--- config.mk ---
export PLATFORM = sky130hd
export DESIGN_NAME = fdr_ratio
export DESIGN_NICKNAME = d
export VERILOG_FILES = /design/src/rtl/core/fdr_pkg.sv /design/src/rtl/core/fdr_ratio.sv
export SDC_FILE = /design/constraint.sdc
export NUM_CORES = 2
export LEC_CHECK = 0
export BUFFER_PORTS_ARGS = -buffer_cell sky130_fd_sc_hd__buf_2
export CAP_MARGIN = 25
export CORE_MARGIN = 3
export CORE_UTILIZATION = 50
export CTS_BUF_LIST = sky130_fd_sc_hd__clkbuf_16
export CTS_CLUSTER_SIZE = 8
export DETAILED_ROUTE_END_ITERATION = 6
export GPL_ROUTABILITY_DRIVEN = 0
export PLACE_DENSITY = 0.78
export SLEW_MARGIN = 10
export SYNTH_ARGS = -nofsm -noshare
export SYNTH_HDL_FRONTEND = slang
export SYNTH_SLANG_ARGS = --single-unit
export TNS_END_PERCENT = 10
--- constraint.sdc ---
create_clock -name clock -period 8.25 [get_ports clock]
set_clock_uncertainty 0.05 [all_clocks]
set_input_delay 0.825 -clock clock [delete_from_list [all_inputs] [get_ports clock]]
set_output_delay 0.825 -clock clock [all_outputs]
set_load 0.01 [all_outputs]
--- src/rtl/core/fdr_pkg.sv ---
// ----------------------------------------------------------------------------
// Fresnel reflectance package
// Shared widths, fixed-point constants and the sideband carried down the pipe.
// ----------------------------------------------------------------------------
`default_nettype none

package fdr_pkg;

   localparam int SQRT_BITS  = 15;
   localparam int SNELL_BITS = 14;
   localparam int RATIO_BITS = 16;

   localparam logic [15:0] ONE_Q14 = 16'd16384;
   localparam logic [15:0] ONE_Q15 = 16'd32768;
   localparam logic [28:0] RAD_ONE = 29'h1000_0000;

   typedef struct packed {
      logic [14:0] cu;
      logic [15:0] ni;
      logic [15:0] nt;
      logic        tir;
   } fdr_side_type;

endpackage

`default_nettype wire

--- src/rtl/core/fdr_ratio.sv ---
// ----------------------------------------------------------------------------
// Fresnel amplitude ratio divider
// Two-lane pipelined divide num*2^15/den, one quotient bit per stage.
// ----------------------------------------------------------------------------
`default_nettype none

module fdr_ratio (
   input  wire logic             clock,
   input  wire logic             reset,
   input  wire logic             en,
   input  wire logic             in_valid,
   input  wire logic [1:0][31:0] in_num,
   input  wire logic [1:0][31:0] in_den,
   input  wire logic             in_tir,
   output logic                  out_valid,
   output logic [1:0][15:0]      out_quo,
   output logic                  out_tir
);

   logic [fdr_pkg::RATIO_BITS:0] vld_ff;
   logic [fdr_pkg::RATIO_BITS:0] tir_ff;

   always_ff @(posedge clock) begin
      if (reset) begin
         vld_ff <= '0;
      end else if (en) begin
         vld_ff <= {vld_ff[fdr_pkg::RATIO_BITS-1:0], in_valid};
      end
   end

   always_ff @(posedge clock) begin
      if (en) begin
         tir_ff <= {tir_ff[fdr_pkg::RATIO_BITS-1:0], in_tir};
      end
   end

   for (genvar l = 0; l < 2; l++) begin : g_lane
      logic [31:0] r_ff   [0:fdr_pkg::RATIO_BITS];
      logic [31:0] den_ff [0:fdr_pkg::RATIO_BITS];
      logic [15:0] q_ff   [0:fdr_pkg::RATIO_BITS];

      always_ff @(posedge clock) begin
         if (en) begin
            r_ff[0]   <= in_num[l];
            den_ff[0] <= in_den[l];
            q_ff[0]   <= '0;
         end
      end

      for (genvar i = 0; i < fdr_pkg::RATIO_BITS; i++) begin : g_step
         localparam int B = fdr_pkg::RATIO_BITS - 1 - i;
         logic [32:0] r2;
         logic [32:0] diff;
         logic        take;
         if (i == 0) begin : g_first
            assign r2 = {1'b0, r_ff[i]};
         end else begin : g_next
            assign r2 = {r_ff[i], 1'b0};
         end
         assign diff = r2 - {1'b0, den_ff[i]};
         assign take = r2 >= {1'b0, den_ff[i]};
         always_ff @(posedge clock) begin
            if (en) begin
               den_ff[i+1] <= den_ff[i];
               r_ff[i+1]   <= take ? diff[31:0] : r2[31:0];
               q_ff[i+1]   <= take ? (q_ff[i] | (16'd1 << B)) : q_ff[i];
            end
         end
      end

      assign out_quo[l] = q_ff[fdr_pkg::RATIO_BITS];
   end

   assign out_valid = vld_ff[fdr_pkg::RATIO_BITS];
   assign out_tir   = tir_ff[fdr_pkg::RATIO_BITS];

endmodule

`default_nettype wire

# --- Word-level counts from Yosys, hierarchy flattened ---
# Memories as Yosys holds them, arrays and structs flattened.
# Index checks and enable logic that the tools add are counted.
# W data, S select, Z words.
word_totals:
  latchBits: 0
  regBits: 34
  rom_bits: 0
  inputBits: 133
  output_inout_bits: 34
  mem_bits_rw: 2720
  memories: 6
op_classes:
  mul: 0
  n_eq_ne: 0
  add_sub_neg: 32
  n_div: 0
  n_shift: 0
  muxes: 66
  reduce_logical: 0
  n_bitwise: 0
  n_lt_le_gt_ge: 32
memory_table:
  columns: ["name", "words", "word_bits", "rd", "rd_clocked_by_memory_dff", "write_ports", "line_no", "rtl"]
  rows:
  - ["g_lane[0].den_ff", 17, 32, 16, 0, 17, "fdr_ratio.sv:39", "logic [31:0] den_ff [0:fdr_pkg::RATIO_BITS];"]
  - ["g_lane[0].r_ff", 17, 32, 16, 0, 17, "fdr_ratio.sv:38", "logic [31:0] r_ff [0:fdr_pkg::RATIO_BITS];"]
  - ["g_lane[1].den_ff", 17, 32, 16, 0, 17, "fdr_ratio.sv:39", null]
  - ["g_lane[1].r_ff", 17, 32, 16, 0, 17, "fdr_ratio.sv:38", null]
  - ["g_lane[0].q_ff", 17, 16, 17, 0, 17, "fdr_ratio.sv:40", "logic [15:0] q_ff [0:fdr_pkg::RATIO_BITS];"]
  - ["g_lane[1].q_ff", 17, 16, 17, 0, 17, "fdr_ratio.sv:40", null]
ops:
  columns: ["op", "n"]
  rows:
  - ["$mux W32", 32]
  - ["$sub A32 B32 Y32", 32]
  - ["$ge A33 B32 Y1", 30]
  - ["$ge A32 B32 Y1", 2]
  - ["$mux W16", 2]
  - ["$mux W15", 2]
  - ["$mux W14", 2]
  - ["$mux W13", 2]
  - ["$mux W12", 2]
  - ["$mux W11", 2]
  - ["$mux W10", 2]
  - ["$mux W9", 2]
  - ["$mux W8", 2]
  - ["$mux W7", 2]
  - ["$mux W6", 2]
  - ["$mux W5", 2]
  - ["$mux W4", 2]
  - ["$mux W3", 2]
  - ["$mux W1", 4]
  - ["$mux W2", 2]

# --- Longest topological paths before layout ---
# An unclocked memory read counts as a cell.
depth:
  depth_word: 3
  depth_mapped: 16

# --- Least setup slack after synthesis ---
# Ideal clock, no wire load.
synth_timing:
  path_type: "flip-flop to flip-flop"
  startpoint: "memory g_lane[0].den_ff[6][1] (netlist: g_lane[0].den_ff[0][193])"
  endpoint: "memory g_lane[0].r_ff[7][4] (netlist: g_lane[0].r_ff[0][228]) (data pin)"
  required_ps: 7940
  slack_ps: 4612
  period_less_slack_ps: 3638
  arrival_time_ps: 3328
  stages_incl_launch_ff: 14
  cell_sequence: "edfxtp_1 > inv_1 > ha_1 > nor2b_1 > o31a_1 > o31a_1 > or4_4 > a31oi_4 > a21oi_2 > o31ai_2 > a31oi_1 > nor4_4 > buf_6 > mux2_4"
synth_lines:
  columns: ["element", "line_no"]
  rows:
  - ["start, declared", "fdr_ratio.sv:39"]
  - ["end, declared", "fdr_ratio.sv:38"]

==> run metrics <==
status=complete, but fails checks; failing checks=design-rule violations; CTS Buffer Depth=4; Initial Util=0.503; number of cell rows=between 150 and 200; DR WL/cell=roughly 16 µm; Netlist cell types=97; critical path startpoint category=flip-flop; Max Transition Viols Final=0; worst setup path class=flip-flop to flip-flop; die area=between 0.2 and 0.3 mm²; clk_lat worst skew=approximately 0.85 ns; CP Max Fanout=33; via/cell ratio=between 5 and 6; First-pass DRT Iterations=7; fillers=about 22000; Mapped Avg Cell Area=between 10 and 15 µm²; clock root buffer=clkbuf_16; yosys warns=0; Seq cells post-synth=between 2000 and 2500; synthesis-to-layout area growth=9.94%; setup slack at placement=between 3 and 4 ns; asr flop ratio synth=0; Seq/Total Area, Yosys=0.517; fin cells=16182; EDFF count, synth=2337; clock period minus worst slack=~4.4 ns; worst hold slack=approximately 0.12 ns; Synth Flop Type=edfxtp_1; Final period util=0.529; hpwl dp=about 190000 µm; Post-CTS Resized=0; TritonCTS clock tree=done; max incr delay on CP=0.70 ns; FF+latch area=about 0.071 mm²; final WL=263000 µm; via count=91022; power per cell area=between 300 and 400 mW/mm²; Cells after Synth=between 10000 and 15000; antenna viol nets, final=0; Worst-Margin Slew=1.03 ns; Synth area leaders=edfxtp_1, ha_1, a21oi_1; placed cells=approximately 16000; synthesized area=approximately 0.14 mm²; CTS buffer count=about 340; Sink Count=2354; fin worst setup slack=3.88 ns; # DRC=1; Final Core Density=0.553; die span in y=approximately 530 µm; RSZ-0062 raised after global routing=no; Worst-path clk slew=0.05 ns; total grt overflow=0; Worst slew margin=0.314; Crit. End Element=flip-flop; WP data arrival=between 4 and 5 ns; critical path, cell by cell=ha_1, a211oi_1, o21ai_0, nand3_1, a311oi_1, nor3_1, o31ai_1, o21ai_0, a2111oi_1, nor4_4, buf_4, mux2_2; Crit path top cell by count=o21ai_0; Max Cap Violations=0; H-Tree Depth=5; vias in the first global route=around 89000; leading area contributor after synthesis=edfxtp_1; TNS Setup=0 ns; core area=between 0.2 and 0.3 mm²; Post-synth top cells=edfxtp_1, inv_1, ha_1; largest net degree at the start of global routing=~160; Nets=about 14000; # setup viols final=0; I/O Pins=approximately 170; Die Wd=between 500 and 600 µm; CP max stage cell=a2111oi_1; initial antenna violation count=2; largest vdd supply drop=0.248 mV; Syn Nets=between 10000 and 15000; Multi-input gate area=about 0.060 mm²; Hold WC Path Type=input port to flip-flop; drt first-iter violations=slightly below 7000; first-pass GRT wire length=around 430000 µm; final count of hold timing violations=0; port bufs=166; Yosys top cell area share=0.514; Worst EP required=between 8 and 9 ns; Pleak=around 62 nW; gr usage total=0.185; count leader, synth=edfxtp_1; FMAX=0.229 GHz; share of post-route cells with drive strength above 1=0.0896
worst max-delay path, delay by kind of cell (launching register included):
kind,cells,cell delay (ns)
AOI/OAI and AO/OA,6,2.13
adders and majority gates,1,0.44
DFF,1,0.42
and+or+nand+nor,3,0.42
muxes,1,0.33
buffers and inverters,1,0.29
power by group:
part | switching (mW) | internal, mW
clock network | 4.59 | 7.27
registers | 1.76 | 17.8
logic | 14.5 | 12.1
total | 20.8 | 37.2
metrics by stage:
stage          instance area (µm²)  power, mW
6_report                    150000       58.0
5_1_grt                     150000       62.1
4_1_cts                     150000       58.0
3_5_place_dp                141000       45.7
3_3_place_gp                141000       45.1
2_1_floorplan               137000       40.2
layer usage:
layer | vias up | track usage | wire [µm]
met5 | - | 0 | 0
met4 | 0 | 0.0946 | 14000
met3 | 770 | 0.0210 | 11700
met2 | 2676 | 0.308 | 121000
met1 | 42009 | 0.238 | 116000
li1 | 45567 | - | -
area by class of cell:
type                    count  area share
flip-flops and latches   2354       0.470
well taps                3570      0.0298
clock buffers             344      0.0574
diodes                      1   0.0000167
clock inverters            29     0.00126
repair buffers            223     0.00987
multi-input cells        8346       0.399
inverters                1315      0.0329
worst paths after layout:
kind | end | depth (start not counted) | slack [ns] | start
setup / recovery | g_lane[1].r_ff[0][381] | 12 | 3.88 | g_lane[1].r_ff[0][324]
hold reg to reg | g_lane[1].q_ff[7][11] | 0 | 0.34 | g_lane[1].q_ff[6][27]
hold / removal | g_lane[0].r_ff[0][8] | 1 | 0.12 | in_num[8]
setup reg to reg | g_lane[1].r_ff[0][381] | 12 | 3.88 | g_lane[1].r_ff[0][324]
cell families after synthesis:
logic type / count (synthesis) / synth area share
AO/OA/AOI/OAI: 3236 / 0.150
XOR/XNOR: 763 / 0.0489
adder cells (fa/ha/maj): 1052 / 0.0981
buffers and inverters: 1632 / 0.0460
flip-flops: 2354 / 0.517
multiplexers: 496 / 0.0417
AND/OR/NAND/NOR: 2799 / 0.0992
registers in the layout (all words and copies together) (netlist names):
name           count
g_lane.q_ff      272
g_lane.den_ff   1024
vld_ff            17
tir_ff            17
g_lane.r_ff     1024
repair_timing:
| item | CTS | global route |
|---|---|---|
| endpoints found under the setup margin | 0 | 0 |
| hold endpoints to repair | 1 | 0 |
| hold buffers | 1 | 0 |
| setup buffers | 0 | 0 |
cells in the final DEF (no fill, tap or decap), types with 30 or more instances in the layout:
master     count
and4_1        35
o211ai_1      59
a21o_1       484
buf_2        165
inv_1       1331
xor2_1       304
edfxtp_1    2337
o31a_1        37
nand4_1      179
nand3_1      201
a21oi_1     1018
o31ai_1       80
or2_2         53
or3_1         44
mux2_2       383
and2_1        52
o21bai_1     126
nor2b_1      156
clkbuf_16    344
nand2_1      739
mux2_4        46
o21a_1       167
buf_4         39
xnor2_1      459
a211o_1       31
and3_1       105
fa_1          30
a211oi_1     108
a21boi_0      34
nand2b_1     144
nor3_1       173
nor2_1       784
ha_1        1022
a31oi_1       88
o21ai_0      704
mux2i_1       56
(Power assumes the default switching activity.)
