<file path="src/rtl/core/fdr_pkg.sv">
// ----------------------------------------------------------------------------
// Fresnel reflectance package
// Shared widths, fixed-point constants and the sideband carried down the pipe.
// ----------------------------------------------------------------------------
`default_nettype none

package fdr_pkg;

   localparam int SQRT_BITS  = 15;
   localparam int SNELL_BITS = 14;
   localparam int RATIO_BITS = 16;

   localparam logic [15:0] ONE_Q14 = 16'd16384;
   localparam logic [15:0] ONE_Q15 = 16'd32768;
   localparam logic [28:0] RAD_ONE = 29'h1000_0000;

   typedef struct packed {
      logic [14:0] cu;
      logic [15:0] ni;
      logic [15:0] nt;
      logic        tir;
   } fdr_side_type;

endpackage

`default_nettype wire

</file>
<file path="src/rtl/core/fdr_snell.sv">
// ----------------------------------------------------------------------------
// Fresnel Snell divider
// Pipelined restoring divide of ni*sin_i by nt, one quotient bit per stage.
// ----------------------------------------------------------------------------
`default_nettype none

module fdr_snell (
   input  wire logic                 clock,
   input  wire logic                 reset,
   input  wire logic                 en,
   input  wire logic                 in_valid,
   input  wire logic [30:0]          in_prod,
   input  wire fdr_pkg::fdr_side_type in_side,
   output logic                      out_valid,
   output logic [13:0]               out_quo,
   output fdr_pkg::fdr_side_type     out_side
);

   logic [fdr_pkg::SNELL_BITS:0] vld_ff;
   fdr_pkg::fdr_side_type        side_ff [0:fdr_pkg::SNELL_BITS];
   logic [15:0]                  r_ff [0:fdr_pkg::SNELL_BITS];
   logic [13:0]                  p_ff [0:fdr_pkg::SNELL_BITS];
   logic [13:0]                  q_ff [0:fdr_pkg::SNELL_BITS];

   always_ff @(posedge clock) begin
      if (reset) begin
         vld_ff <= '0;
      end else if (en) begin
         vld_ff <= {vld_ff[fdr_pkg::SNELL_BITS-1:0], in_valid};
      end
   end

   always_ff @(posedge clock) begin
      if (en) begin
         side_ff[0] <= in_side;
         r_ff[0]    <= in_prod[29:14];
         p_ff[0]    <= in_prod[13:0];
         q_ff[0]    <= '0;
      end
   end

   for (genvar i = 0; i < fdr_pkg::SNELL_BITS; i++) begin : g_step
      localparam int B = fdr_pkg::SNELL_BITS - 1 - i;
      logic [16:0] r2;
      logic [16:0] diff;
      logic        take;
      assign r2   = {r_ff[i], p_ff[i][B]};
      assign diff = r2 - {1'b0, side_ff[i].nt};
      assign take = r2 >= {1'b0, side_ff[i].nt};
      always_ff @(posedge clock) begin
         if (en) begin
            side_ff[i+1] <= side_ff[i];
            p_ff[i+1]    <= p_ff[i];
            r_ff[i+1]    <= take ? diff[15:0] : r2[15:0];
            q_ff[i+1]    <= take ? (q_ff[i] | (14'd1 << B)) : q_ff[i];
         end
      end
   end

   assign out_valid = vld_ff[fdr_pkg::SNELL_BITS];
   assign out_quo   = q_ff[fdr_pkg::SNELL_BITS];
   assign out_side  = side_ff[fdr_pkg::SNELL_BITS];

endmodule

`default_nettype wire

</file>
<file path="config.mk">
export PLATFORM = sky130hd
export DESIGN_NAME = fdr_snell
export DESIGN_NICKNAME = d
export VERILOG_FILES = /design/src/rtl/core/fdr_pkg.sv /design/src/rtl/core/fdr_snell.sv
export SDC_FILE = /design/constraint.sdc
export NUM_CORES = 1
export LEC_CHECK = 0
export BUFFER_PORTS_ARGS = -buffer_cell sky130_fd_sc_hd__buf_2
export CAP_MARGIN = 25
export CORE_ASPECT_RATIO = 0.6
export CORE_MARGIN = 1
export CORE_UTILIZATION = 30
export CTS_BUF_LIST = sky130_fd_sc_hd__clkbuf_16
export CTS_CLUSTER_SIZE = 14
export DETAILED_ROUTE_END_ITERATION = 7
export SETUP_SLACK_MARGIN = 0.5
export SLEW_MARGIN = 20
export SYNTH_ARGS = -nofsm -noshare
export SYNTH_HDL_FRONTEND = slang
export SYNTH_SLANG_ARGS = --single-unit
</file>
<file path="constraint.sdc">
create_clock -name clock -period 3.7 [get_ports clock]
set_clock_uncertainty 0.15 [all_clocks]
set_input_delay 0.185 -clock clock [delete_from_list [all_inputs] [get_ports clock]]
set_output_delay 0.185 -clock clock [all_outputs]
set_load 0.01 [all_outputs]
</file>
; After elaboration in Yosys (flattened, before gate mapping)
; Memory sizes are Yosys's and may differ from the RTL's.
; Index checks and enable logic that the tools add are counted.
[op_classes]
n_mux = 30
order_cmp = 14
n_addsub = 14
[ops]
columns = cell, n
row1 = $ge 17x16->1, 14
row2 = $mux 16, 14
row3 = $sub 16x16->16, 14
row4 = $mux 14, 1
row5 = $mux 13, 1
row6 = $mux 12, 1
row7 = $mux 11, 1
row8 = $mux 10, 1
row9 = $mux 9, 1
row10 = $mux 8, 1
row11 = $mux 7, 1
row12 = $mux 6, 1
row13 = $mux 5, 1
row14 = $mux 4, 1
row15 = $mux 1, 3
row16 = $mux 3, 1
row17 = $mux 2, 1
[word_totals]
in_bits = 83
ram_bits = 1380
out_inout_bits = 63
ff_bits = 15
n_memories = 4
wordCells = 63
[memory_table]
columns = name, words, width, rd, rd_clocked_by_memory_dff, write_ports, line
row1 = side_ff, 15, 48, 15, 0, 15, fdr_snell.sv:20  ; fdr_pkg::fdr_side_type side_ff [0:fdr_pkg::SNELL_BITS];
row2 = r_ff, 15, 16, 14, 0, 15, fdr_snell.sv:21  ; logic [15:0] r_ff [0:fdr_pkg::SNELL_BITS];
row3 = p_ff, 15, 14, 14, 0, 15, fdr_snell.sv:22  ; logic [13:0] p_ff [0:fdr_pkg::SNELL_BITS];
row4 = q_ff, 15, 14, 15, 0, 15, fdr_snell.sv:23  ; logic [13:0] q_ff [0:fdr_pkg::SNELL_BITS];

; Longest topological paths before layout
[depth]
ltp_word = 2
mapped_depth = 12
ltp_nobuf = 11

; Worst setup path after synthesis
; No wires, ideal clock.
[synth_timing]
path_type = register to register
startpoint = memory side_ff[1][2] in the netlist's numbering
endpoint = memory r_ff[2][8] (netlist: r_ff[0][40]), data pin
n_path_buf = 2
slack_ps = 694
t_required_ps = 3290
t_arrival_ps = 2595
setup_ps = 260
synth_period_minus_slack_ps = 3006
path_stages_with_launch = 13
cell_sequence = edfxtp_1 inv_1 ha_1 nor2b_4 o31a_1 o31ai_2 and3_4 o221a_4 o211ai_2 a211o_1 buf_6 buf_12 mux2_4
[synth_rtl]
columns = item, line
row1 = start: declaration, fdr_snell.sv:20
row2 = end: declaration, fdr_snell.sv:21

==> run summary <==
Summing internal, switching and leakage power gives 0.0432 W. The tightest min-delay check is of the in -> reg type. The final-layout worst hold slack is 159 ps. The filler-free cell count of the finished design is 5,811. In this run the power spent charging and discharging nets is 0.0132 W.

The die covers 0.163 sq mm. For this run, the leading register cell type out of synthesis is edfxtp_1. Broken down by cell family, the worst path's largest delay share belongs to compound AO/OA/AOI/OAI gates.

The site row count came out at 113. The final weighted congestion in routability-driven placement came out at 0.858. The clock network fraction of total power is 27.5%. The minimum period implied by the final worst setup slack is 3250 ps. STA classifies the critical path startpoint as a flip-flop. The routed wire length is 90,000 microns. The remaining antenna violation count after routing is 0. The die outline height is 313 microns. For this block, the initial DRC count from the detailed router was 2,050. The synthesized netlist cell count came out at 3,116. The number of antenna violations at the first check in global routing is 0. The number of buffers and inverters on the critical path is 3. The mean instance size in the synthesized netlist is 15.5 sq um.

For this run, the top clock speed supported by timing is 0.308 GHz. The deepest level of the CTS H-tree is 3. The area growth from synthesis to layout came out at 20.9%.

Counting the buffers created by CTS gives 115. The die width came out at 521 microns. The kind of critical path is reg -> reg. The total of endpoints with negative setup slack in the final report is 0. The ratio of total power to cell area came out at 737 mW/mm^2.

The reported max-cap violation count came out at 0. The power share of the sequential group came out at 42.3%. In this run the static leakage power is 21.9 nW. The post-synthesis sequential element count came out at 1,169. The number of synthesis warnings is 0. The buffer depth of the longest clock path is 3. The final-stage net count came out at 3,909.

The average vias per placed instance is 4.48. The core outline area is 0.159 sq mm. Of all nets on the critical path, the largest fanout is 8. The post-DP HPWL is 59,000 microns. The clock insertion delay at the later pin of the skew report came out at 770 ps. The global-route total usage across every layer is 10.8%.

The part of the Yosys area used for sequential elements came out at 72.2%. The via count of the routed design is 26,037. The number of clock sinks seen by CTS came out at 1,169. The pin count of the biggest net entering global routing is 112. The part of the cycle the worst path needs is 87.8%. The global-route wire length before repair is 140,000 microns. The total of buffers placed on input and output ports came out at 144.

The fraction of layout instances using a drive strength above 1 is 16.6%. In the final layout, the multi-input gates occupy 0.0128 sq mm. On the worst path, the slowest cell contributes a delay of 440 ps.

TritonCTS built the clock tree. The switching part of the total came out at 30.5%. The detailed-routing iteration count for the pre-antenna-repair pass came out at 6. The final routed wire length divided by cell count is 15.5 microns.

The number of primary I/O pins is 146. Setup repair after global routing could not meet its margin everywhere. The post-route DRC violation count came out at 0. The filler cell count came out at 14,996. The global route total overflow came out at 0.

The via count of the first global-routing pass came out at 25,164. For the pin with the worst max-slew slack, the measured transition is 877 ps. The tree is rooted in a clkbuf_16. The async set-reset flop share out of synthesis came out at 0%. The effective utilization at floorplan came out at 30.4%. In this run the tightest slew margin relative to its limit is 41.6%. The required time of the worst setup path is 4040 ps.

Across the VDD grid, the largest voltage drop is 445 uV. STA classifies the critical path endpoint as a flip-flop. Synthesis produced a netlist with a net count of 3,436.

The count of flip-flops with a built-in enable after synthesis is 1,154. Combinational logic is responsible for 30.3% of the overall power. The max-slew violation count came out at 0.

The aggregate negative setup slack is 0 ps. The worst path arrival time came out at 3590 ps. The post-synthesis instance area is 0.0484 sq mm.

The clock-pin slew on the worst setup and hold paths is 60 ps. 0 antenna diodes ended up in the layout. The number of placed instances with taps included came out at 5,403. For this design, the slowest cell found on the critical path is edfxtp_1. Traced cell by cell, the critical path runs through inv_2 > ha_4 > nor2b_4 > o31a_1 > o31ai_4 > a21oi_2 > o211ai_1 > nand2_1 > a211oi_4 > buf_6 > clkbuf_16 > mux2_4.

In the final layout, flip-flops and latches occupy 0.0350 sq mm. The number of library cell types mapped by synthesis is 78. The run finished with clean final reports.

The internal portion of the total power is 0.0300 W. The hold violation count in the final report is 0.
## worst register-to-register path, stage by stage, from the launching register on
cell	delay, ps
edfxtp_1	440
inv_2	100
ha_4	200
nor2b_4	120
o31a_1	360
o31ai_4	360
a21oi_2	110
o211ai_1	190
nand2_1	120
a211oi_4	220
buf_6	160
clkbuf_16	170
mux2_4	300
## area by class of cell
| type | count | area share (%) |
|---|---|---|
| flip-flops and latches | 1169 | 59.7 |
| repair buffers | 387 | 5.46 |
| well taps | 2127 | 4.55 |
| inverters | 288 | 1.85 |
| clock buffers | 116 | 4.96 |
| clock inverters | 96 | 1.62 |
| multi-input cells | 1628 | 21.9 |
## cells in the final DEF, fill, tap and decap left out, drive strengths merged, types with 5 or more instances in the layout
master / netlist / layout
a2111oi: 7 / 7
a211oi: 17 / 17
a21boi: 11 / 11
a21o: 55 / 55
a21oi: 164 / 164
a31oi: 16 / 16
and2: 9 / 9
and3: 10 / 10
buf: 13 / 225
bufinv: 0 / 12
clkbuf: 20 / 117
clkinv: 0 / 53
clkinvlp: 0 / 11
dfxtp: 15 / 15
dlygate4sd3: 0 / 161
edfxtp: 1154 / 1154
fa: 13 / 13
ha: 224 / 224
inv: 288 / 308
mux2: 114 / 114
mux2i: 33 / 33
nand2: 113 / 113
nand2b: 22 / 22
nand3: 43 / 43
nand4: 29 / 29
nor2: 174 / 174
nor2b: 40 / 40
nor3: 42 / 42
nor4: 12 / 12
o211ai: 5 / 5
o21a: 36 / 36
o21ai: 154 / 156
o21bai: 8 / 8
o31a: 20 / 20
o31ai: 27 / 27
o41ai: 9 / 9
or2: 6 / 6
or3: 13 / 13
xnor2: 88 / 88
xor2: 56 / 56
## cell families (layout without fill, tap and decap cells)
logic type	Yosys count	in the layout	synth area share (%)
buffers and inverters	321	887	2.63
multiplexers	147	147	3.44
AND/OR/NAND/NOR	527	527	5.28
XOR/XNOR	144	144	2.60
adder cells (fa/ha/maj)	237	237	6.32
flip-flops	1169	1169	72.2
AO/OA/AOI/OAI	571	573	7.57
## sequential cells by signal (all words and copies together) (netlist names)
name,cells
r_ff,224
vld_ff,15
side_ff,720
p_ff,105
q_ff,105
## Yosys cell counts, drive strengths merged, types with 22 or more instances
library cell,count,area [sq um]
nand2,113,424
nand2b,22,138
a21oi,164,821
mux2i,33,330
o31ai,27,218
o21ai,154,778
nor3,42,244
ha,224,2800
nor2b,40,265
inv,288,1080
mux2,114,1340
nand4,29,181
edfxtp,1154,34700
nor2,174,653
o21a,36,270
a21o,55,413
xnor2,88,771
nand3,43,215
xor2,56,490
## metal layers
layer / track usage, % / vias up / wire (microns)
met1: 16.4 / 12546 / 46400
met4: 3.24 / 0 / 2180
met2: 14.9 / 621 / 35900
li1: - / 12714 / -
met5: 0 / - / 0
met3: 2.95 / 156 / 5530
## worst paths after layout
check | from | end | slack, ps | cells after the start
worst max register to register | side_ff[11][2] | r_ff[1][78] | 450 | 12
worst min-delay path | reset | vld_ff[3] | 160 | 3
worst min register to register | side_ff[12][22] | side_ff[13][22] | 230 | 0
worst max-delay path | side_ff[11][2] | r_ff[1][78] | 450 | 12
## power groups by stage
stage | clock network, W | registers (W) | logic [W]
2_1_floorplan | 0 | 0.0180 | 0.00907
3_3_place_gp | 0 | 0.0185 | 0.0115
3_5_place_dp | 0 | 0.0185 | 0.0118
4_1_cts | 0.0123 | 0.0183 | 0.0122
5_1_grt | 0.0128 | 0.0184 | 0.0144
6_report | 0.0119 | 0.0183 | 0.0131
## through the flow
stage                     instance area (sq um)  setup WS (ps)  utilization [%]
after floorplan                           48400            694                -
after CTS                                 57900            469             36.4
after global routing                      58600            339             36.8
final                                     58600            453             36.8
after global placement                    52200            279             32.8
after detailed placement                  52200            242             32.8
## timing repair
| item | in CTS | in global routing |
|---|---|---|
| hold buffers | 161 | 0 |
| hold endpoints to repair | 194 | 0 |
| setup buffers | 5 | 27 |
| gates resized for setup | 36 | 100 |
| cloned | 1 | 2 |
| setup endpoints to repair | 116 | 168 |
| pin swaps | 5 | 34 |
Note: power is estimated with default switching activity, not from simulation.
