## src/rtl/core/fdr_pkg.sv

```systemverilog
// ----------------------------------------------------------------------------
// Fresnel reflectance package
// Shared widths, fixed-point constants and the sideband carried down the pipe.
// ----------------------------------------------------------------------------
`default_nettype none

package fdr_pkg;

   localparam int SQRT_BITS  = 15;
   localparam int SNELL_BITS = 14;
   localparam int RATIO_BITS = 16;

   localparam logic [15:0] ONE_Q14 = 16'd16384;
   localparam logic [15:0] ONE_Q15 = 16'd32768;
   localparam logic [28:0] RAD_ONE = 29'h1000_0000;

   typedef struct packed {
      logic [14:0] cu;
      logic [15:0] ni;
      logic [15:0] nt;
      logic        tir;
   } fdr_side_type;

endpackage

`default_nettype wire

```

## src/rtl/core/fdr_sqrt.sv

```systemverilog
// ----------------------------------------------------------------------------
// Fresnel complementary square root
// Pipelined floor(sqrt(1 - x^2)) in Q1.14, one result bit per stage.
// ----------------------------------------------------------------------------
`default_nettype none

module fdr_sqrt (
   input  wire logic                 clock,
   input  wire logic                 reset,
   input  wire logic                 en,
   input  wire logic                 in_valid,
   input  wire logic [14:0]          in_x,
   input  wire fdr_pkg::fdr_side_type in_side,
   output logic                      out_valid,
   output logic [14:0]               out_root,
   output fdr_pkg::fdr_side_type     out_side
);

   logic [fdr_pkg::SQRT_BITS+1:0] vld_ff;
   fdr_pkg::fdr_side_type         side_ff [0:fdr_pkg::SQRT_BITS+1];
   logic [28:0]                   sq_ff;
   logic [28:0]                   rem_ff [0:fdr_pkg::SQRT_BITS];
   logic [14:0]                   res_ff [0:fdr_pkg::SQRT_BITS];
   logic [29:0]                   sq_in;

   assign sq_in = 30'(in_x) * 30'(in_x);

   always_ff @(posedge clock) begin
      if (reset) begin
         vld_ff <= '0;
      end else if (en) begin
         vld_ff <= {vld_ff[fdr_pkg::SQRT_BITS:0], in_valid};
      end
   end

   always_ff @(posedge clock) begin
      if (en) begin
         side_ff[0] <= in_side;
         for (int j = 1; j <= fdr_pkg::SQRT_BITS + 1; j++) begin
            side_ff[j] <= side_ff[j-1];
         end
         sq_ff     <= sq_in[28:0];
         rem_ff[0] <= fdr_pkg::RAD_ONE - sq_ff;
         res_ff[0] <= '0;
      end
   end

   for (genvar i = 0; i < fdr_pkg::SQRT_BITS; i++) begin : g_step
      localparam int B = fdr_pkg::SQRT_BITS - 1 - i;
      logic [30:0] trial;
      logic        take;
      assign trial = ({16'd0, res_ff[i]} << (B + 1)) + (31'd1 << (2 * B));
      assign take  = {2'b00, rem_ff[i]} >= trial;
      always_ff @(posedge clock) begin
         if (en) begin
            rem_ff[i+1] <= take ? (rem_ff[i] - trial[28:0]) : rem_ff[i];
            res_ff[i+1] <= take ? (res_ff[i] | (15'd1 << B)) : res_ff[i];
         end
      end
   end

   assign out_valid = vld_ff[fdr_pkg::SQRT_BITS+1];
   assign out_root  = res_ff[fdr_pkg::SQRT_BITS];
   assign out_side  = side_ff[fdr_pkg::SQRT_BITS+1];

endmodule

`default_nettype wire

```

## config.mk

```make
export PLATFORM = sky130hd
export DESIGN_NAME = fdr_sqrt
export DESIGN_NICKNAME = d
export VERILOG_FILES = /design/src/rtl/core/fdr_pkg.sv /design/src/rtl/core/fdr_sqrt.sv
export SDC_FILE = /design/constraint.sdc
export NUM_CORES = 2
export LEC_CHECK = 0
export ABC_AREA = 1
export BUFFER_PORTS_ARGS = -buffer_cell sky130_fd_sc_hd__buf_4
export CORE_MARGIN = 5
export CORE_UTILIZATION = 57
export DETAILED_ROUTE_END_ITERATION = 6
export GPL_TIMING_DRIVEN = 0
export PLACE_DENSITY = 0.76
export SLEW_MARGIN = 20
export SYNTH_ARGS = -nofsm -noshare
export SYNTH_HDL_FRONTEND = slang
export SYNTH_SLANG_ARGS = --single-unit
export TNS_END_PERCENT = 5
```

## constraint.sdc

```tcl
create_clock -name clock -period 5.4 [get_ports clock]
set_input_delay 0.27 -clock clock [delete_from_list [all_inputs] [get_ports clock]]
set_output_delay 0.27 -clock clock [all_outputs]
set_load 0.02 [all_outputs]
```

; Word-level counts from Yosys, hierarchy flattened
; Memories as Yosys holds them, arrays and structs flattened.
; Cells that the tools add are included.
[totals]
regBits = 46
ramBits = 1520
inputBits = 67
out_inout_bits = 64
elab_cells = 84
n_memories = 3
[op_classes]
add_sub_neg = 31
multipliers = 1
n_lt_le_gt_ge = 15
mux = 32
[memory_table]
columns = name, words, width, read_ports, rd_ports_with_merged_regs, write_ports, line
row1 = side_ff, 17, 48, 17, 0, 17, fdr_sqrt.sv:20  ; fdr_pkg::fdr_side_type side_ff [0:fdr_pkg::SQRT_BITS+1];
row2 = rem_ff, 16, 29, 15, 0, 16, fdr_sqrt.sv:22  ; logic [28:0] rem_ff [0:fdr_pkg::SQRT_BITS];
row3 = res_ff, 16, 15, 16, 0, 16, fdr_sqrt.sv:23  ; logic [14:0] res_ff [0:fdr_pkg::SQRT_BITS];
[ops]
columns = op, n
row1 = 29-bit 2-to-1 mux, 15
row2 = 29-bit subtractor, 3
row3 = "30-bit by 29-bit adder with 31-bit output, second input constant", 1
row4 = 29-bit by 31-bit greater-or-equal comparator with 1-bit output, 1
row5 = "29-bit by 27-bit adder with 30-bit output, second input constant", 1
row6 = 29-bit by 30-bit greater-or-equal comparator with 1-bit output, 1
row7 = "28-bit by 25-bit adder with 29-bit output, second input constant", 1
row8 = 29-bit by 17-bit greater-or-equal comparator with 1-bit output, 1
row9 = 29-bit by 18-bit greater-or-equal comparator with 1-bit output, 1
row10 = 29-bit by 19-bit greater-or-equal comparator with 1-bit output, 1
row11 = 29-bit by 20-bit greater-or-equal comparator with 1-bit output, 1
row12 = 29-bit by 21-bit greater-or-equal comparator with 1-bit output, 1
row13 = 29-bit by 22-bit greater-or-equal comparator with 1-bit output, 1
row14 = 29-bit by 23-bit greater-or-equal comparator with 1-bit output, 1
row15 = 29-bit by 24-bit greater-or-equal comparator with 1-bit output, 1
row16 = 29-bit by 25-bit greater-or-equal comparator with 1-bit output, 1
row17 = 29-bit by 26-bit greater-or-equal comparator with 1-bit output, 1
row18 = 29-bit by 27-bit greater-or-equal comparator with 1-bit output, 1
row19 = 29-bit by 28-bit greater-or-equal comparator with 1-bit output, 1
row20 = 29-bit greater-or-equal comparator, 1
row21 = 15-bit by 15-bit multiplier with 29-bit output, 1
row22 = 29-bit by 17-bit subtractor with 29-bit output, 1
row23 = 29-bit by 18-bit subtractor with 29-bit output, 1
row24 = 29-bit by 19-bit subtractor with 29-bit output, 1
row25 = 37 further kinds, 39

; Logic depth before layout (Yosys ltp)
; An unclocked memory read counts as a cell.
[logic_depth]
depth_word = 4
mapped_depth = 26
mapped_depth_nobuf = 25

; Worst setup path after synthesis
; OpenSTA, ideal clock, no wires.
[synth_path]
path_type = input-to-reg
start = input port in_x[3]
end = register sq_ff[16], data pin
setup_time_ns = 0.258
t_arrival_ns = 5.149
required_time_ns = 5.142
setup_slack_ns = -0.007
path_stages = 19
n_path_buf = 2
path_cell_list = clkbuf_1 -> clkbuf_1 -> nand2_1 -> fa_1 -> fa_1 -> inv_1 -> fa_1 -> fa_1 -> fa_1 -> inv_1 -> fa_1 -> inv_1 -> ha_1 -> nand2_1 -> nor2_1 -> o21ai_0 -> nand3_1 -> a21oi_1 -> xnor2_1
[synth_between]
elab_chain_cells = 1
[synth_lines]
columns = element, line
row1 = from (decl), fdr_sqrt.sv:12  ; input wire logic [14:0] in_x,
row2 = 15-bit by 15-bit multiplier with 29-bit output, fdr_sqrt.sv:26  ; assign sq_in = 30'(in_x) * 30'(in_x);
row3 = net sq_in[16], fdr_sqrt.sv:24  ; logic [29:0] sq_in;
row4 = to (signal assigned), fdr_sqrt.sv:42  ; sq_ff <= sq_in[28:0];
row5 = to (decl), fdr_sqrt.sv:21  ; logic [28:0] sq_ff;
; The timed path passes the listed nets, and every way through them passes these cells.
; A chain may end at the register's enable or synchronous reset.

; Final worst setup path
[layout_path]
start = input port in_x[1]
end = register sq_ff[16], data pin
; Same word-level chain as after synthesis.

==> impl_metrics.yaml <==
run_status:
  status: "complete, no violations"
yosys:
  synth_area_leaders: "edfxtp_1 (66%), nand2_1 (7.6%), inv_1 (5.1%)"
  syn_inst: 5208
  yosysWarnings: 0
  synth_seq_cells: 1401
  netlist.area_leader.share_pct: 66.1
  synthTopCellsByCount: "edfxtp_1 (1384), nand2_1 (1274), inv_1 (851), nor2_1 (339), nand3_1 (244)"
  synth_edf_count: 1384
  syn_area_um2: 62900
  postSynthAreaPerCell_um2: 12.1
  ys_types: 55
  synthFlopType: "edfxtp_1"
  synth.most_common_cell: "edfxtp_1"
  yosysTopAreaCell: "edfxtp_1"
  synth_async_sr_flop_share_pct: 0
  yosysSeqAreaShare_pct: 66.6
  synth_nets: 5637
sta:
  report.final.slew_viol_count: 0
  clock_skew_ns: 0.0449
  max_slew_margin_pct: 43.4
  finalSetupViolCount: 0
  min_period_ns: 5.16
  fmax_mhz: 194
  fin_crit_sh_pct: 95.6
  fin_tns_setup_ns: 0
  hold_viol_final: 0
  worst_slew_pin_slew_ns: 0.849
  rsz0062_at_grt: "false"
worst_setup_path:
  r2r_slack_ns: 2.76
  crit_top_cell: "inv_1"
  reg2reg_depth: 10
  end_kind: "register"
  cp_max_fo: 10
  cp_top_family: "adder cells"
  start_kind: "input port"
  slowest_stage: "fa_1"
  reg2reg_to: "rem_ff[0][170]"
  slowest_delay_ns: 0.56
  worstSetupPathDepth: 23
  path_cells: "buf_4 > clkbuf_2 > nand2_1 > inv_1 > fa_1 > inv_1 > fa_1 > inv_1 > fa_1 > inv_1 > fa_1 > inv_1 > fa_1 > inv_1 > fa_1 > inv_1 > ha_1 > nand2_1 > nor2_2 > o21ai_0 > nand3_1 > a21oi_1 > xnor2_1"
  worstSetupPathType: "in2reg"
  worstPathArrival_ns: 5.63
  crit_buf_inv: 9
  required_ns: 5.87
  timing.rr.start: "rem_ff[0][141]"
drt:
  wirelength_um: 116000
  avgRoutedWirePerCell_um: 16.3
  drtIter0Drc: 2476
  vias_per_cell: 5.06
  drt_first_pass_iters: 6
  drc: 0
  ant_nets: 0
  vias: 36028
pwr:
  p_comb_share_pct: 28.6
  seqPwrFrac_pct: 42.7
  switching_share_pct: 32.6
  p_sw_uw: 10900
  ir_drop_mv: 0.478
  intPower_uw: 22600
  p_per_area_nw_per_um2: 471
  power.leakage_uw: 0.0299
  clkPwrFrac_pct: 28.7
floorplan:
  die-area_um2: 117000
  num_rows: 121
  core_area_um2: 109000
  pin_count: 131
  die_width_um: 342
  initial_core_util_pct: 57.6
  die_h_um: 342
min_path:
  hp-class: "in2reg"
  min-delay-start: "in_x[0]"
  hold_path_end: "sq_ff[3]"
  hold_depth: 4
global_route:
  grt_pass1_vias: 36457
  grt-ovfl-total: 0
  grt_max_degree: 170
  grt_pass1_wl_um: 189000
  grt_usage_pct: 20.3
  antenna_found_initial: 2
place:
  place_congestion: 0.928
  post-dp-hpwl_um: 82400
  port_buffers: 127
  dp.cells: 6820
clocking:
  cts_sinks: 1401
  cts_root_buf: "clkbuf_16"
  h-tree-depth: 4
  cts_tree: "yes"
  cts.clk_slew.worst_paths_ns: 0.06
  cts_buffers: 140
  clockBufferDepth: 3
  cts_setup_buffers: 0
  insertion_delay_ns: 0.74
final_layout:
  nNetsFinal: 5960
  drive_above_1_share_pct: 9.60
  final_cell_count_no_fill: 7115
  area_delta_synth_final_pct: 13.1
job:
  maxCapViolations: 0
-- routing by layer --
metal	GRT usage [%]	part of all wire, %	vias to the layer above	wire length [µm]
li1	-	-	17914	-
met4	6.72	2.9	0	3390
met2	35.4	50	775	58400
met3	3.45	4.6	218	5280
met5	0	0	-	0
met1	26.2	42	17121	48700
-- how the worst max path moves through the flow --
stage | start | end | slack (ns)
2_1_floorplan | in_x[12] | sq_ff[28] | 0.04
3_3_place_gp | en | side_ff[0][787] | -7.81
3_5_place_dp | in_x[7] | sq_ff[16] | -0.92
4_1_cts | in_x[4] | sq_ff[16] | 0.006
5_1_grt | in_x[3] | sq_ff[28] | 0.005
6_report | in_x[1] | sq_ff[16] | 0.24
-- cell usage in the layout, fill, tap and decap left out, types with 8 or more instances in the layout --
cell,count
inv_1,851
xor2_1,92
a21oi_1,125
o21ai_1,16
xnor2_1,39
buf_2,8
clkinv_2,13
buf_16,10
buf_6,13
nand3b_1,22
inv_2,10
nor3_1,41
dlygate4sd3_1,54
o21bai_1,12
dfxtp_1,17
clkbuf_16,140
nand3_1,244
ha_1,223
clkinv_1,28
nand2_1,1274
o21ai_0,70
buf_4,177
nor2_2,24
a21oi_2,34
nand2_2,20
edfxtp_1,1384
nor4_1,13
fa_1,139
bufinv_16,14
o21ai_2,11
clkbuf_1,35
nand4_1,55
nor2_1,338
-- cells by family (layout without fill, tap and decap cells) --
| kind of cell | count (synthesis) | in the layout | share of synthesized area, % |
|---|---|---|---|
| flops | 1401 | 1401 | 66.6 |
| xor+xnor | 131 | 131 | 1.82 |
| fa+ha+maj | 362 | 362 | 8.86 |
| compound gates | 282 | 282 | 2.62 |
| other cells | 1 | 2 | 0.00596 |
| buf+inv | 964 | 1394 | 6.27 |
| mux | 1 | 1 | 0.0179 |
| simple gates | 2066 | 2066 | 13.8 |
-- flip-flops by register name, summed over array words and instances (netlist names) --
signal / flops
rem_ff: 420
vld_ff: 17
sq_ff: 28
side_ff: 816
res_ff: 120
-- layout make-up --
| type | count | area [µm²] |
|---|---|---|
| inverters | 867 | 3260 |
| fillers | 8032 | 38000 |
| repair buffers | 190 | 1760 |
| clock inverters | 79 | 1020 |
| well taps | 1476 | 1850 |
| diodes | 1 | 2.50 |
| clock buffers | 170 | 3630 |
| plain buffers | 88 | 658 |
| multi-input cells | 2843 | 17000 |
| flip-flops and latches | 1401 | 41900 |
-- worst register-to-register path, stage by stage (launching register included) --
cell	delay, ns
edfxtp_1	0.42
ha_1	0.29
buf_2	0.17
nand2_1	0.07
nor3_1	0.19
nand3_1	0.21
nor3_1	0.50
nor2_1	0.23
buf_6	0.20
nand2_1	0.05
o21ai_0	0.07
-- through the flow --
stage	util, %	worst slack (ns)	area [µm²]	power [µW]	hold WS, ns
detailed placement	60.4	-0.919	65900	24100	0.405
global placement	60.2	-7.81	65700	24200	0.400
CTS	65.2	0.00562	71100	33800	0.158
global route	65.2	0.00523	71100	35800	0.0987
finish	65.2	0.235	71100	33500	0.0903
floorplan	-	0.0402	62900	21200	0.369
-- power groups by stage --
stage               Sequential [µW]  Combinational (µW)  Clock [µW]
global placement              14700                9430           0
CTS                           14300                9640        9890
finish                        14300                9560        9620
global route                  14400               11000       10400
detailed placement            14500                9540           0
floorplan                     14200                6920           0
-- timing repair --
item / 4_1_cts / 5_1_grt
gates cloned: 0 / 0
gates resized for setup: 4 / 17
hold buffers: 53 / 1
endpoints found under the setup margin: 7 / 14
endpoints found under the hold margin: 112 / 1
(Power assumes the default switching activity.)
